===== config.mk =====
export PLATFORM = sky130hd
export DESIGN_NAME = resource_context_size_governor_unit_flat
export DESIGN_NICKNAME = d
export VERILOG_FILES = /design/src/rtl/rcsg_pkg.sv /design/src/rtl/rcsg_if.sv /design/src/rtl/resource_context_size_governor_unit.sv /design/src/rtl/rcsg_ctrl.sv /design/src/rtl/rcsg_dpath.sv /design/src/flat_wrapper.sv
export SDC_FILE = /design/constraint.sdc
export NUM_CORES = 2
export LEC_CHECK = 0
export BUFFER_PORTS_ARGS = -buffer_cell sky130_fd_sc_hd__buf_2
export CORE_MARGIN = 1
export CORE_UTILIZATION = 63
export DETAILED_ROUTE_END_ITERATION = 10
export GPL_TIMING_DRIVEN = 0
export PLACE_DENSITY = 0.83
export SLEW_MARGIN = 20
export SYNTH_ARGS = -nofsm -noshare
export SYNTH_HDL_FRONTEND = slang
export SYNTH_SLANG_ARGS = --single-unit

===== constraint.sdc =====
create_clock -name clock -period 11.95 [get_ports clock]
set_input_delay 0.5975 -clock clock [delete_from_list [all_inputs] [get_ports clock]]
set_output_delay 0.5975 -clock clock [all_outputs]
set_load 0.01 [all_outputs]

===== src/rtl/rcsg_pkg.sv =====
// Shared types and constants for the resource context size governor.
// Depends on nothing; the top level, controller and datapath import it.
`timescale 1ns / 1ps

package rcsg_pkg;

   localparam int                 DIV_STEPS     = 16;
   localparam int                 DIV_CNT_W     = $clog2(DIV_STEPS);
   localparam logic [16:0]        ONE_Q16       = 17'd65536;
   localparam logic [16:0]        HALF_Q16      = 17'd32768;
   localparam logic [15:0]        CPU_LIMIT_Q16 = 16'd19661;
   localparam logic [15:0]        SCORE_MAX     = 16'hFFFF;
   localparam logic [15:0]        SIZE_FLOOR    = 16'd128;
   localparam int                 POW_COUNT     = 5;
   localparam logic [15:0]        POW_SIZES [POW_COUNT] =
      '{16'd128, 16'd256, 16'd512, 16'd1024, 16'd2048};

   // Configuration register indexes
   typedef enum logic [2:0] {
      CSR_RAM_WEIGHT     = 3'd0,
      CSR_CPU_WEIGHT     = 3'd1,
      CSR_BATTERY_WEIGHT = 3'd2,
      CSR_LOW_RAM        = 3'd3,
      CSR_HIGH_RAM       = 3'd4,
      CSR_MIN_CONTEXT    = 3'd5,
      CSR_MAX_CONTEXT    = 3'd6,
      CSR_EMA_FACTOR     = 3'd7
   } csr_index_type;

   typedef enum logic [3:0] {
      ST_IDLE,
      ST_DIV,
      ST_MUL_RAM,
      ST_MUL_CPU,
      ST_MUL_BAT,
      ST_SUM,
      ST_SCORE,
      ST_MUL_RANGE,
      ST_PICK,
      ST_MUL_NEW,
      ST_MUL_OLD,
      ST_AVG,
      ST_DONE
   } state_type;

   typedef enum logic [2:0] {
      MUL_RAM,
      MUL_CPU,
      MUL_BAT,
      MUL_RANGE,
      MUL_NEW,
      MUL_OLD
   } mul_sel_type;

   typedef enum logic [1:0] {
      ACC_HOLD,
      ACC_LOAD,
      ACC_ADD
   } acc_op_type;

   typedef struct packed {
      logic        capture;
      logic        div_step;
      mul_sel_type mul_sel;
      acc_op_type  acc_op;
      logic        score_load;
      logic        raw_load;
      logic        result_load;
   } cmd_type;

   typedef struct packed {
      logic out_busy;
   } status_type;

   typedef struct packed {
      logic [47:0] free_memory;
      logic [47:0] total_memory;
      logic [15:0] cpu_load;
      logic        battery_valid;
      logic [15:0] battery_fraction;
      logic        charging;
   } req_payload_type;

   typedef struct packed {
      logic [15:0] raw_context;
      logic [11:0] smoothed_context;
      logic [15:0] headroom_score;
   } rsp_payload_type;

   // Largest power of two from the size table that is not above target and
   // not above limit; fallback when none qualifies.
   function automatic logic [15:0] snap_size(input logic [16:0] target,
                                             input logic [15:0] limit,
                                             input logic [15:0] fallback);
      logic [15:0] best;
      best = fallback;
      for (int i = 0; i < POW_COUNT; i++) begin
         if (({1'b0, POW_SIZES[i]} <= target) && (POW_SIZES[i] <= limit)) begin
            best = POW_SIZES[i];
         end
      end
      return best;
   endfunction

endpackage


===== src/rtl/rcsg_if.sv =====
// Valid/ready channel interfaces for the request and result streams.
// Stand-alone; widths follow the fixed field widths of the block.
`timescale 1ns / 1ps

interface rcsg_req_if;
   logic        valid;
   logic        ready;
   logic [47:0] free_memory;
   logic [47:0] total_memory;
   logic [15:0] cpu_load;
   logic        battery_valid;
   logic [15:0] battery_fraction;
   logic        charging;

   modport source (
      output valid, free_memory, total_memory, cpu_load, battery_valid,
             battery_fraction, charging,
      input  ready
   );
   modport sink (
      input  valid, free_memory, total_memory, cpu_load, battery_valid,
             battery_fraction, charging,
      output ready
   );
endinterface

interface rcsg_rsp_if;
   logic        valid;
   logic        ready;
   logic [15:0] raw_context;
   logic [11:0] smoothed_context;
   logic [15:0] headroom_score;

   modport source (
      output valid, raw_context, smoothed_context, headroom_score,
      input  ready
   );
   modport sink (
      input  valid, raw_context, smoothed_context, headroom_score,
      output ready
   );
endinterface


===== src/rtl/resource_context_size_governor_unit.sv =====
// Top level of the resource context size governor: controller, datapath
// and port adaption. Depends on rcsg_pkg, rcsg_if, rcsg_ctrl, rcsg_dpath.
`timescale 1ns / 1ps

// Each request is one device-state sample; each yields exactly one result
// holding the raw context size, the smoothed power-of-two size (128 to 2048)
// and the clamped Q0.16 resource score. One request is worked at a time:
// a new request is taken only once the previous one has reached its result
// register. The bit-serial divider forms the free/total RAM ratio; the
// remaining steps use the single shared 17x17 multiplier (three score
// products, the interpolation product and the two moving-average products)
// and its accumulator. The result sits in an output register, so the block
// goes on to the next request while a result waits; it only pauses at the
// final step if the previous result still has not been taken. Configuration
// writes take effect at once and belong only to idle periods.
module resource_context_size_governor_unit import rcsg_pkg::*; #(
   parameter logic [15:0] START_CONTEXT = 16'd512
) (
   input  logic              clock,
   input  logic              reset,
   input  logic              csr_we,
   input  logic [2:0]        csr_index,
   input  logic [16:0]       csr_wdata,
   rcsg_req_if.sink          req_if,
   rcsg_rsp_if.source        rsp_if
);

   cmd_type         cmd;
   status_type      status;
   req_payload_type req_data;
   rsp_payload_type rsp_data;

   // Gather the request fields for the datapath
   assign req_data.free_memory      = req_if.free_memory;
   assign req_data.total_memory     = req_if.total_memory;
   assign req_data.cpu_load         = req_if.cpu_load;
   assign req_data.battery_valid    = req_if.battery_valid;
   assign req_data.battery_fraction = req_if.battery_fraction;
   assign req_data.charging         = req_if.charging;

   // Sequence the request through divide, multiply and snap steps
   rcsg_ctrl u_ctrl (
      .clock     (clock),
      .reset     (reset),
      .req_valid (req_if.valid),
      .req_ready (req_if.ready),
      .status    (status),
      .cmd       (cmd)
   );

   // Hold configuration, compute and register the result
   rcsg_dpath #(
      .START_CONTEXT (START_CONTEXT)
   ) u_dpath (
      .clock     (clock),
      .reset     (reset),
      .csr_we    (csr_we),
      .csr_index (csr_index),
      .csr_wdata (csr_wdata),
      .req_data  (req_data),
      .cmd       (cmd),
      .status    (status),
      .rsp_valid (rsp_if.valid),
      .rsp_ready (rsp_if.ready),
      .rsp_data  (rsp_data)
   );

   assign rsp_if.raw_context      = rsp_data.raw_context;
   assign rsp_if.smoothed_context = rsp_data.smoothed_context;
   assign rsp_if.headroom_score   = rsp_data.headroom_score;

   // An accepted request makes the block busy in the next cycle
   a_busy_after_accept : assert property (@(posedge clock) disable iff (reset)
      (req_if.valid && req_if.ready) |=> !req_if.ready)
      else $error("request taken while previous request still in work");

   // A shown smoothed size is always a power of two of at least 128
   a_smooth_pow2 : assert property (@(posedge clock) disable iff (reset)
      rsp_if.valid |-> ($onehot(rsp_if.smoothed_context) &&
                        (rsp_if.smoothed_context >= 12'd128)))
      else $error("smoothed size is not a snapped power of two");

   // Never overwrite a result that is still waiting to be taken
   a_no_overwrite : assert property (@(posedge clock) disable iff (reset)
      cmd.result_load |-> !(rsp_if.valid && !rsp_if.ready))
      else $error("pending result overwritten");

endmodule


===== src/rtl/rcsg_ctrl.sv =====
// Sequencing state machine of the governor: walks one request through the
// divider and shared multiplier steps. Depends on rcsg_pkg.
`timescale 1ns / 1ps

module rcsg_ctrl import rcsg_pkg::*; (
   input  logic       clock,
   input  logic       reset,
   input  logic       req_valid,
   output logic       req_ready,
   input  status_type status,
   output cmd_type    cmd
);

   state_type              state_ff, state_in;
   logic [DIV_CNT_W-1:0]   div_cnt_ff, div_cnt_in;
   logic                   div_last;

   assign div_last = (div_cnt_ff == DIV_CNT_W'(DIV_STEPS - 1));

   always_ff @(posedge clock) begin
      if (reset) begin
         state_ff   <= ST_IDLE;
         div_cnt_ff <= '0;
      end else begin
         state_ff   <= state_in;
         div_cnt_ff <= div_cnt_in;
      end
   end

   // Next state
   always_comb begin
      state_in   = state_ff;
      div_cnt_in = div_cnt_ff;
      case (state_ff)
         ST_IDLE: begin
            div_cnt_in = '0;
            if (req_valid) begin
               state_in = ST_DIV;
            end
         end
         ST_DIV: begin
            div_cnt_in = div_cnt_ff + 1'b1;
            if (div_last) begin
               state_in = ST_MUL_RAM;
            end
         end
         ST_MUL_RAM:   state_in = ST_MUL_CPU;
         ST_MUL_CPU:   state_in = ST_MUL_BAT;
         ST_MUL_BAT:   state_in = ST_SUM;
         ST_SUM:       state_in = ST_SCORE;
         ST_SCORE:     state_in = ST_MUL_RANGE;
         ST_MUL_RANGE: state_in = ST_PICK;
         ST_PICK:      state_in = ST_MUL_NEW;
         ST_MUL_NEW:   state_in = ST_MUL_OLD;
         ST_MUL_OLD:   state_in = ST_AVG;
         ST_AVG:       state_in = ST_DONE;
         ST_DONE: begin
            if (!status.out_busy) begin
               state_in = ST_IDLE;
            end
         end
         default:      state_in = ST_IDLE;
      endcase
   end

   // Outputs
   always_comb begin
      req_ready       = 1'b0;
      cmd             = '0;
      cmd.mul_sel     = MUL_RAM;
      cmd.acc_op      = ACC_HOLD;
      case (state_ff)
         ST_IDLE: begin
            req_ready   = 1'b1;
            cmd.capture = req_valid;
         end
         ST_DIV:       cmd.div_step = 1'b1;
         ST_MUL_RAM:   cmd.mul_sel  = MUL_RAM;
         ST_MUL_CPU: begin
            cmd.mul_sel = MUL_CPU;
            cmd.acc_op  = ACC_LOAD;
         end
         ST_MUL_BAT: begin
            cmd.mul_sel = MUL_BAT;
            cmd.acc_op  = ACC_ADD;
         end
         ST_SUM:       cmd.acc_op     = ACC_ADD;
         ST_SCORE:     cmd.score_load = 1'b1;
         ST_MUL_RANGE: cmd.mul_sel    = MUL_RANGE;
         ST_PICK:      cmd.raw_load   = 1'b1;
         ST_MUL_NEW:   cmd.mul_sel    = MUL_NEW;
         ST_MUL_OLD: begin
            cmd.mul_sel = MUL_OLD;
            cmd.acc_op  = ACC_LOAD;
         end
         ST_AVG:       cmd.acc_op     = ACC_ADD;
         ST_DONE:      cmd.result_load = !status.out_busy;
         default:      cmd = '0;
      endcase
   end

endmodule


===== src/rtl/rcsg_dpath.sv =====
// Datapath of the governor: configuration registers, bit-serial ratio
// divider, shared 17x17 multiplier with accumulator, size snap and output
// register. Depends on rcsg_pkg.
`timescale 1ns / 1ps

module rcsg_dpath import rcsg_pkg::*; #(
   parameter logic [15:0] START_CONTEXT = 16'd512
) (
   input  logic            clock,
   input  logic            reset,
   input  logic            csr_we,
   input  logic [2:0]      csr_index,
   input  logic [16:0]     csr_wdata,
   input  req_payload_type req_data,
   input  cmd_type         cmd,
   output status_type      status,
   output logic            rsp_valid,
   input  logic            rsp_ready,
   output rsp_payload_type rsp_data
);

   // Configuration
   logic [16:0] ram_weight_ff, cpu_weight_ff, battery_weight_ff, ema_factor_ff;
   logic [15:0] low_ram_ff, high_ram_ff, min_context_ff, max_context_ff;

   always_ff @(posedge clock) begin
      if (reset) begin
         ram_weight_ff     <= '0;
         cpu_weight_ff     <= '0;
         battery_weight_ff <= '0;
         low_ram_ff        <= '0;
         high_ram_ff       <= 16'hFFFF;
         min_context_ff    <= 16'd128;
         max_context_ff    <= 16'd2048;
         ema_factor_ff     <= HALF_Q16;
      end else if (csr_we) begin
         case (csr_index)
            CSR_RAM_WEIGHT:     ram_weight_ff     <= csr_wdata;
            CSR_CPU_WEIGHT:     cpu_weight_ff     <= csr_wdata;
            CSR_BATTERY_WEIGHT: battery_weight_ff <= csr_wdata;
            CSR_LOW_RAM:        low_ram_ff        <= csr_wdata[15:0];
            CSR_HIGH_RAM:       high_ram_ff       <= csr_wdata[15:0];
            CSR_MIN_CONTEXT:    min_context_ff    <= csr_wdata[15:0];
            CSR_MAX_CONTEXT:    max_context_ff    <= csr_wdata[15:0];
            CSR_EMA_FACTOR:     ema_factor_ff     <= csr_wdata;
            default:            ;
         endcase
      end
   end

   // Captured sample and divider
   logic [47:0] total_ff, rem_ff, rem_in;
   logic [15:0] quo_ff, quo_in;
   logic [15:0] cpu_ff;
   logic [16:0] batt_ff;
   logic        zero_ff, sat_ff;
   logic [48:0] rem_shift;
   logic        rem_ge;
   logic [16:0] ratio;

   assign rem_shift = {rem_ff, 1'b0};
   assign rem_ge    = (rem_shift >= {1'b0, total_ff});
   assign rem_in    = rem_ge ? 48'(rem_shift - {1'b0, total_ff}) : rem_shift[47:0];
   assign quo_in    = {quo_ff[14:0], rem_ge};

   always_ff @(posedge clock) begin
      if (cmd.capture) begin
         total_ff <= req_data.total_memory;
         rem_ff   <= req_data.free_memory;
         quo_ff   <= '0;
         cpu_ff   <= req_data.cpu_load;
         batt_ff  <= (req_data.battery_valid && !req_data.charging) ?
                     {1'b0, req_data.battery_fraction} : ONE_Q16;
         zero_ff  <= (req_data.total_memory == '0);
         sat_ff   <= (req_data.free_memory >= req_data.total_memory);
      end else if (cmd.div_step) begin
         rem_ff   <= rem_in;
         quo_ff   <= quo_in;
      end
   end

   assign ratio = zero_ff ? HALF_Q16 : (sat_ff ? ONE_Q16 : {1'b0, quo_ff});

   // Shared multiplier and accumulator
   logic [16:0] ema_sat, ema_rest, mul_a, mul_b;
   logic [33:0] prod_ff, prod_in;
   logic [35:0] acc_ff;
   logic [15:0] score_ff, raw_ff, range_w, interp_w, raw_in;
   logic [16:0] target_w;
   logic [15:0] cur_ff;

   assign ema_sat  = (ema_factor_ff > ONE_Q16) ? ONE_Q16 : ema_factor_ff;
   assign ema_rest = ONE_Q16 - ema_sat;
   assign range_w  = (max_context_ff > min_context_ff) ?
                     (max_context_ff - min_context_ff) : '0;

   always_comb begin
      case (cmd.mul_sel)
         MUL_RAM: begin
            mul_a = ram_weight_ff;
            mul_b = ratio;
         end
         MUL_CPU: begin
            mul_a = cpu_weight_ff;
            mul_b = ONE_Q16 - {1'b0, cpu_ff};
         end
         MUL_BAT: begin
            mul_a = battery_weight_ff;
            mul_b = batt_ff;
         end
         MUL_RANGE: begin
            mul_a = {1'b0, score_ff};
            mul_b = {1'b0, range_w};
         end
         MUL_NEW: begin
            mul_a = ema_sat;
            mul_b = {1'b0, raw_ff};
         end
         MUL_OLD: begin
            mul_a = ema_rest;
            mul_b = {1'b0, cur_ff};
         end
         default: begin
            mul_a = '0;
            mul_b = '0;
         end
      endcase
   end

   assign prod_in = mul_a * mul_b;

   always_ff @(posedge clock) begin
      prod_ff <= prod_in;
      case (cmd.acc_op)
         ACC_LOAD: acc_ff <= {2'b00, prod_ff};
         ACC_ADD:  acc_ff <= acc_ff + {2'b00, prod_ff};
         default:  acc_ff <= acc_ff;
      endcase
   end

   // Score and raw size
   assign interp_w = prod_ff[31:16];
   assign target_w = {1'b0, min_context_ff} + {1'b0, interp_w};

   always_comb begin
      if (ratio < {1'b0, low_ram_ff}) begin
         raw_in = min_context_ff;
      end else if ((ratio > {1'b0, high_ram_ff}) && (cpu_ff < CPU_LIMIT_Q16)) begin
         raw_in = max_context_ff;
      end else begin
         raw_in = snap_size(target_w, max_context_ff, min_context_ff);
      end
   end

   always_ff @(posedge clock) begin
      if (cmd.score_load) begin
         score_ff <= (acc_ff[35:16] > {4'b0000, SCORE_MAX}) ? SCORE_MAX : acc_ff[31:16];
      end
      if (cmd.raw_load) begin
         raw_ff <= raw_in;
      end
   end

   // Smoothed size, kept state and output register
   logic [15:0] smooth_w;
   logic        rsp_valid_ff, rsp_valid_in;

   assign smooth_w = snap_size({1'b0, acc_ff[31:16]}, 16'hFFFF, SIZE_FLOOR);

   always_ff @(posedge clock) begin
      if (reset) begin
         cur_ff <= START_CONTEXT;
      end else if (cmd.result_load) begin
         cur_ff <= smooth_w;
      end
   end

   always_ff @(posedge clock) begin
      if (cmd.result_load) begin
         rsp_data.raw_context      <= raw_ff;
         rsp_data.smoothed_context <= smooth_w[11:0];
         rsp_data.headroom_score   <= score_ff;
      end
   end

   assign rsp_valid_in = cmd.result_load || (rsp_valid_ff && !rsp_ready);

   always_ff @(posedge clock) begin
      if (reset) begin
         rsp_valid_ff <= 1'b0;
      end else begin
         rsp_valid_ff <= rsp_valid_in;
      end
   end

   assign rsp_valid       = rsp_valid_ff;
   assign status.out_busy = rsp_valid_ff && !rsp_ready;

endmodule

===== src/flat_wrapper.sv =====
// flat-port wrapper written by rule: the top's interface ports become plain ports
module resource_context_size_governor_unit_flat import rcsg_pkg::*;
#(
   parameter logic [15:0] START_CONTEXT = 16'd512
)
  (clock, reset, csr_we, csr_index, csr_wdata, req_if_valid, req_if_free_memory, req_if_total_memory, req_if_cpu_load, req_if_battery_valid, req_if_battery_fraction, req_if_charging, req_if_ready, rsp_if_valid, rsp_if_raw_context, rsp_if_smoothed_context, rsp_if_headroom_score, rsp_if_ready);
  rcsg_req_if req_if_i ();
  rcsg_rsp_if rsp_if_i ();
  input  logic clock;
  input  logic reset;
  input  logic csr_we;
  input  logic [2:0] csr_index;
  input  logic [16:0] csr_wdata;
  input wire logic [$bits(req_if_i.valid)-1:0] req_if_valid;
  input wire logic [$bits(req_if_i.free_memory)-1:0] req_if_free_memory;
  input wire logic [$bits(req_if_i.total_memory)-1:0] req_if_total_memory;
  input wire logic [$bits(req_if_i.cpu_load)-1:0] req_if_cpu_load;
  input wire logic [$bits(req_if_i.battery_valid)-1:0] req_if_battery_valid;
  input wire logic [$bits(req_if_i.battery_fraction)-1:0] req_if_battery_fraction;
  input wire logic [$bits(req_if_i.charging)-1:0] req_if_charging;
  output wire logic [$bits(req_if_i.ready)-1:0] req_if_ready;
  output wire logic [$bits(rsp_if_i.valid)-1:0] rsp_if_valid;
  output wire logic [$bits(rsp_if_i.raw_context)-1:0] rsp_if_raw_context;
  output wire logic [$bits(rsp_if_i.smoothed_context)-1:0] rsp_if_smoothed_context;
  output wire logic [$bits(rsp_if_i.headroom_score)-1:0] rsp_if_headroom_score;
  input wire logic [$bits(rsp_if_i.ready)-1:0] rsp_if_ready;
  assign req_if_i.valid = req_if_valid;
  assign req_if_i.free_memory = req_if_free_memory;
  assign req_if_i.total_memory = req_if_total_memory;
  assign req_if_i.cpu_load = req_if_cpu_load;
  assign req_if_i.battery_valid = req_if_battery_valid;
  assign req_if_i.battery_fraction = req_if_battery_fraction;
  assign req_if_i.charging = req_if_charging;
  assign req_if_ready = req_if_i.ready;
  assign rsp_if_valid = rsp_if_i.valid;
  assign rsp_if_raw_context = rsp_if_i.raw_context;
  assign rsp_if_smoothed_context = rsp_if_i.smoothed_context;
  assign rsp_if_headroom_score = rsp_if_i.headroom_score;
  assign rsp_if_i.ready = rsp_if_ready;
  resource_context_size_governor_unit #(.START_CONTEXT(START_CONTEXT)) u_core (.clock(clock), .reset(reset), .csr_we(csr_we), .csr_index(csr_index), .csr_wdata(csr_wdata), .req_if(req_if_i), .rsp_if(rsp_if_i));
endmodule

; ---- Yosys cells after proc, flatten, opt, wreduce, memory -nomap -nowiden
; Cells that the tools add are included.
[classes]
addsub = 7
mul = 1
order_cmp = 22
eq_ne = 30
muxes = 35
n_reduce_logical = 30
[ops]
columns = op, count
row1 = $pmux W17 S6, 2
row2 = $mux W16, 11
row3 = $mux W48, 3
row4 = $pmux W36 S2, 1
row5 = $mux W17, 4
row6 = $pmux W4 S13, 1
row7 = $ge A49 B48 Y1, 1
row8 = $ge A48 B48 Y1, 1
row9 = $logic_not A48 Y1, 1
row10 = $sub A48 B48 Y48, 1
row11 = $add A36 B34 Y36, 1
row12 = $mul A17 B17 Y34, 1
row13 = $le A10 B16 Y1 const A, 2
row14 = $le A11 B16 Y1 const A, 2
row15 = $le A12 B16 Y1 const A, 2
row16 = $le A9 B16 Y1 const A, 2
row17 = $eq A4 B4 Y1 const B, 6
row18 = $gt A20 B16 Y1 const B, 1
row19 = $eq A3 B3 Y1 const B, 6
row20 = $add A16 B16 Y17, 1
row21 = $gt A17 B16 Y1, 1
row22 = $gt A17 B17 Y1 const B, 1
row23 = $le A10 B17 Y1 const A, 1
row24 = $le A11 B17 Y1 const A, 1
row25 = other kinds (35), 71
[totals]
reg_bits = 450
input_bits = 155
out_inout_bits = 46
word_cells = 152

; ---- Longest topological paths before layout
[logic_depth]
word_depth = 10
mapped_depth = 38

; ---- Cells and area by module
; From an unflattened synthesis, not the netlist that was laid out.
[unflattened]
cells_unflattened = 3958
area_unflattened_um2 = 35385.2
[modules_own_cells]
columns = module, n_inst, cells_per_inst, area_each_um2
row1 = rcsg_dpath, 1, 3884, 34790.9
row2 = rcsg_ctrl, 1, 74, 594.3

; ---- Least setup slack after synthesis
; Ideal clock, no wire load.
[synth_timing]
path_kind = reg-to-reg
from = reg u_core.u_dpath.ema_factor_ff[2]
to = reg u_core.u_dpath.prod_ff[33]
arrival_time_ns = 8.742
path_slack_ns = 3.136
stages_incl_launch_ff = 35
period_less_slack_ns = 8.814
path_cell_list = dfxtp_1 > or3_1 > nor3_2 > nand2_1 > o21ai_2 > buf_2 > nand2_1 > ha_1 > clkbuf_1 > o21ai_0 > nor2_1 > a21oi_1 > nor2b_1 > a2111oi_0 > nor2_1 > fa_1 > inv_1 > fa_1 > inv_1 > fa_1 > fa_1 > fa_1 > inv_1 > fa_1 > inv_1 > ha_1 > a21oi_1 > o21bai_1 > or4_1 > o211ai_1 > a31oi_1 > o41ai_1 > o21bai_1 > a21oi_1 > xnor2_1
[synth_via]
elab_chain_cells = 5
[synth_lines]
columns = item, line_no
row1 = from (decl), rcsg_dpath.sv:23  ; logic [16:0] ram_weight_ff, cpu_weight_ff, battery_weight_ff, ema_factor_ff;
row2 = from (signal assigned), rcsg_dpath.sv:45  ; CSR_EMA_FACTOR: ema_factor_ff <= csr_wdata;
row3 = $gt A17 B17 Y1, rcsg_dpath.sv:92  ; assign ema_sat = (ema_factor_ff > ONE_Q16) ? ONE_Q16 : ema_factor_ff;
row4 = $mux W17 *, rcsg_dpath.sv:92
row5 = $sub A17 B17 Y17, rcsg_dpath.sv:93  ; assign ema_rest = ONE_Q16 - ema_sat;
row6 = $pmux W17 S6 *, rcsg_dpath.sv:98  ; case (cmd.mul_sel)
row7 = $mul A17 B17 Y34 *, rcsg_dpath.sv:130  ; assign prod_in = mul_a * mul_b;
row8 = named net u_core.u_dpath.prod_in[33], rcsg_dpath.sv:86  ; logic [33:0] prod_ff, prod_in;
row9 = to (signal assigned), rcsg_dpath.sv:133  ; prod_ff <= prod_in;
row10 = to (decl), rcsg_dpath.sv:86
; Mark *: on every way through the listed nets, which the timed path passes. The rest lies on a longest branch.
; A chain may end at the register's enable or synchronous reset.

; ---- Worst setup path in the final report
[layout_timing]
from = reg u_core.u_dpath.min_context_ff[1]
to = reg u_core.u_dpath.prod_ff[33]
[layout_via]
elab_chain_cells = 4
[layout_lines]
columns = item, line_no
row1 = from (decl), rcsg_dpath.sv:24  ; logic [15:0] low_ram_ff, high_ram_ff, min_context_ff, max_context_ff;
row2 = from (signal assigned), rcsg_dpath.sv:43  ; CSR_MIN_CONTEXT: min_context_ff <= csr_wdata[15:0];
row3 = $sub A16 B16 Y16 / $gt A16 B16 Y1 (equally long branches), "rcsg_dpath.sv:95, rcsg_dpath.sv:94"
row4 = $mux W16 *, rcsg_dpath.sv:94  ; assign range_w = (max_context_ff > min_context_ff) ?
row5 = $pmux W17 S6 *, rcsg_dpath.sv:98
row6 = $mul A17 B17 Y34 *, rcsg_dpath.sv:130
row7 = named net u_core.u_dpath.prod_in[33], rcsg_dpath.sv:86
; Marked as above.

==> out/metrics.csv <==
metric,value,unit
status,"complete, no violations",
path_class,reg2reg,
synth-edff-count,236,
finalWirelength,109,mm
hold_viol_final,0,
maxSlewViolCount,0,
rsz0062_at_grt,false,
cts_hold_buffers,0,
grt_antenna_before_repair,2,
cts_resized,0,
wl_per_cell,22.3,um
cts_num_sinks,432,
leakage,17.3,nW
ys_seq_elements,432,
synth_area_leaders,"edfxtp_1, fa_1, dfxtp_1",
cts_root_buffer,clkbuf_16,
max_freq,0.0960,GHz
required,12420,ps
clock_skew,18.6,ps
num-nets-final,4823,
vias,30400,
syn_area,0.0349,sq mm
tightest_slew,1330,ps
overflow,0,
start_kind,flop,
synth_most_common_cell,nand2_1,
post_cts_buffers,0,
yosys.area.top_type,edfxtp_1,
clkTransAtPathRegs,60,ps
cp.arrival,10890,ps
drive_above_1_share,9.15,%
cp_slowest_stage_delay,1120,ps
dpl.hpwl,84.5,mm
post-route-drc-count,0,
start_util,64.3,%
ir_worst_vdd,0.000112,V
cpMaxStageDelayCell,a221oi_2,
area_delta_synth_final,10.1,%
drt-initial-drc-count,3623,
grtUsageTotal,38.7,%
power_density,135,mW/mm^2
yosysSeqAreaShare,31.5,%
die_h,237,um
gp_congestion,1.00,
io_buffers,174,
ys_top_cells_by_count,"nand2_1, inv_1, ha_1",
htreeDepth,2,
crit_fanout,10,
period_share,87.2,%
cts_tree,built,
hold_path_class,in2reg,
yosys.cell_types.count,91,
drv_cap,0,
final_util,70.8,%
grt_pass1_wl,166,mm
ios,201,
period_needed,10420,ps
num_antenna_cells,0,
avgSynthCellArea,8.97,sq um
numCtsBuffers,47,
setup_viol_count_final,0,
rows,85,
synth_flop_cell,edfxtp_1,
routed_via_density,6.25,
cts_buffer_depth,3,
endpoint_kind,flop,
grt_max_degree,56,
core-area,0.0542,sq mm
dieArea,0.0563,sq mm
yosysWarnings,0,
syn_inst,3891,
ant_nets,0,
slew_headroom,11.1,%
synth_top_area_share,20.3,%
clock_latency,600,ps
dr.pass1.iters,7,
tns,0,ps
grt_pass1_vias,29300,
async_reset_ff_share,0,%
die_w,237,um
[per-stage QoR]
step	cells	hold slack, ps	instance area (sq um)	setup slack [ps]	total power [mW]
2_1_floorplan	3897	427	34900	3140	3.19
3_3_place_gp	4767	441	36700	1340	3.63
3_5_place_dp	4782	447	36900	2060	3.68
4_1_cts	4869	158	38400	1920	5.12
5_1_grt	4869	168	38400	1200	5.40
6_report	4869	169	38400	1530	5.17
[worst max-delay path, delay by kind of cell (launching register included)]
family          cells  cell delay, ps
simple gates        3             380
buf+inv             6            1080
fa+ha+maj           8            3610
xor+xnor            2             450
flops               1             510
compound gates     13            4240
[power breakdown]
part | total, mW | switching, mW | internal (mW)
Combinational | 1.87 | 1.15 | 0.719
Sequential | 1.85 | 0.0865 | 1.76
Clock | 1.46 | 0.642 | 0.817
[flip-flops by register name (all words and copies together), names as in the netlist, 4 cells and up]
register / flops
u_core.u_dpath.prod_ff: 34
u_core.u_dpath.cpu_weight_ff: 17
u_core.u_dpath.total_ff: 48
u_core.u_dpath.cpu_ff: 16
u_core.u_dpath.high_ram_ff: 16
u_core.u_dpath.ema_factor_ff: 17
u_core.u_dpath.max_context_ff: 16
u_core.u_ctrl.div_cnt_ff: 4
u_core.u_dpath.ram_weight_ff: 17
u_core.u_dpath.score_ff: 16
u_core.u_dpath.low_ram_ff: 16
u_core.u_dpath.rsp_data: 37
u_core.u_dpath.rem_ff: 48
u_core.u_dpath.cur_ff: 5
u_core.u_dpath.battery_weight_ff: 17
u_core.u_dpath.raw_ff: 16
u_core.u_dpath.min_context_ff: 16
u_core.u_dpath.quo_ff: 16
u_core.u_dpath.acc_ff: 36
u_core.u_ctrl.state_ff: 4
u_core.u_dpath.batt_ff: 17
[cell usage in the layout, fill, tap and decap left out, types with 28 or more instances in the layout]
cell type,netlist,layout
and2_1,68,68
buf_2,14,189
dfxtp_1,196,196
nand2b_1,60,60
nor2b_1,36,36
nand3_1,46,46
o21ai_0,133,133
a21o_1,82,82
nand2_1,598,598
nor2_1,242,241
a31oi_1,37,37
inv_1,475,472
clkbuf_1,117,123
o21ai_1,28,28
a21oi_1,285,285
xor2_1,44,44
clkbuf_16,0,48
mux2i_1,43,43
xnor2_1,93,93
nor3_1,45,43
fa_1,228,228
nand4_1,40,40
edfxtp_1,236,236
a22o_1,31,31
ha_1,305,305
[per-layer routing]
metal / GRT usage (%) / vias up / part of all wire (%) / routed length, um
met5: 0 / - / 0 / 0
met4: 22.0 / 0 / 6.4 / 7000
met3: 9.28 / 392 / 12 / 13400
met2: 59.2 / 1868 / 43 / 46900
met1: 50.4 / 14400 / 38 / 41200
li1: - / 13800 / - / -
[logic make-up (layout without fill, tap and decap cells)]
group	after synthesis	in the layout	share of synthesized area, %
AOI/OAI and AO/OA	837	837	15.7
xor gates and xnor gates	137	137	3.44
adders and majority gates	533	533	24.0
buffers and inverters	644	920	7.17
DFF	432	432	31.5
muxes	68	68	2.04
other	1	7	0.0107
and+or+nand+nor	1239	1239	16.1
[path summary, 6_finish.rpt]
check	start	to	slack, ps	cells past startpoint
setup / recovery	u_core.u_dpath.min_context_ff[1]	u_core.u_dpath.prod_ff[33]	1530	32
hold / removal	req_if_cpu_load[10]	u_core.u_dpath.cpu_ff[10]	170	1
setup reg to reg	u_core.u_dpath.min_context_ff[1]	u_core.u_dpath.prod_ff[33]	1530	32
hold reg to reg	u_core.u_dpath.battery_weight_ff[7]	u_core.u_dpath.battery_weight_ff[7]	450	2
[cell type report]
class                      instances  area (sq um)
multi-input combinational       2821         21500
fill                            4139         15800
sequential                       432         11000
inverter                         477          1790
clock buffer                      57          1250
timing repair buffer             189          1060
tap                              696           871
buffer                           167           714
clock inverter                    30           250
Power figures use the tool's default switching activity.
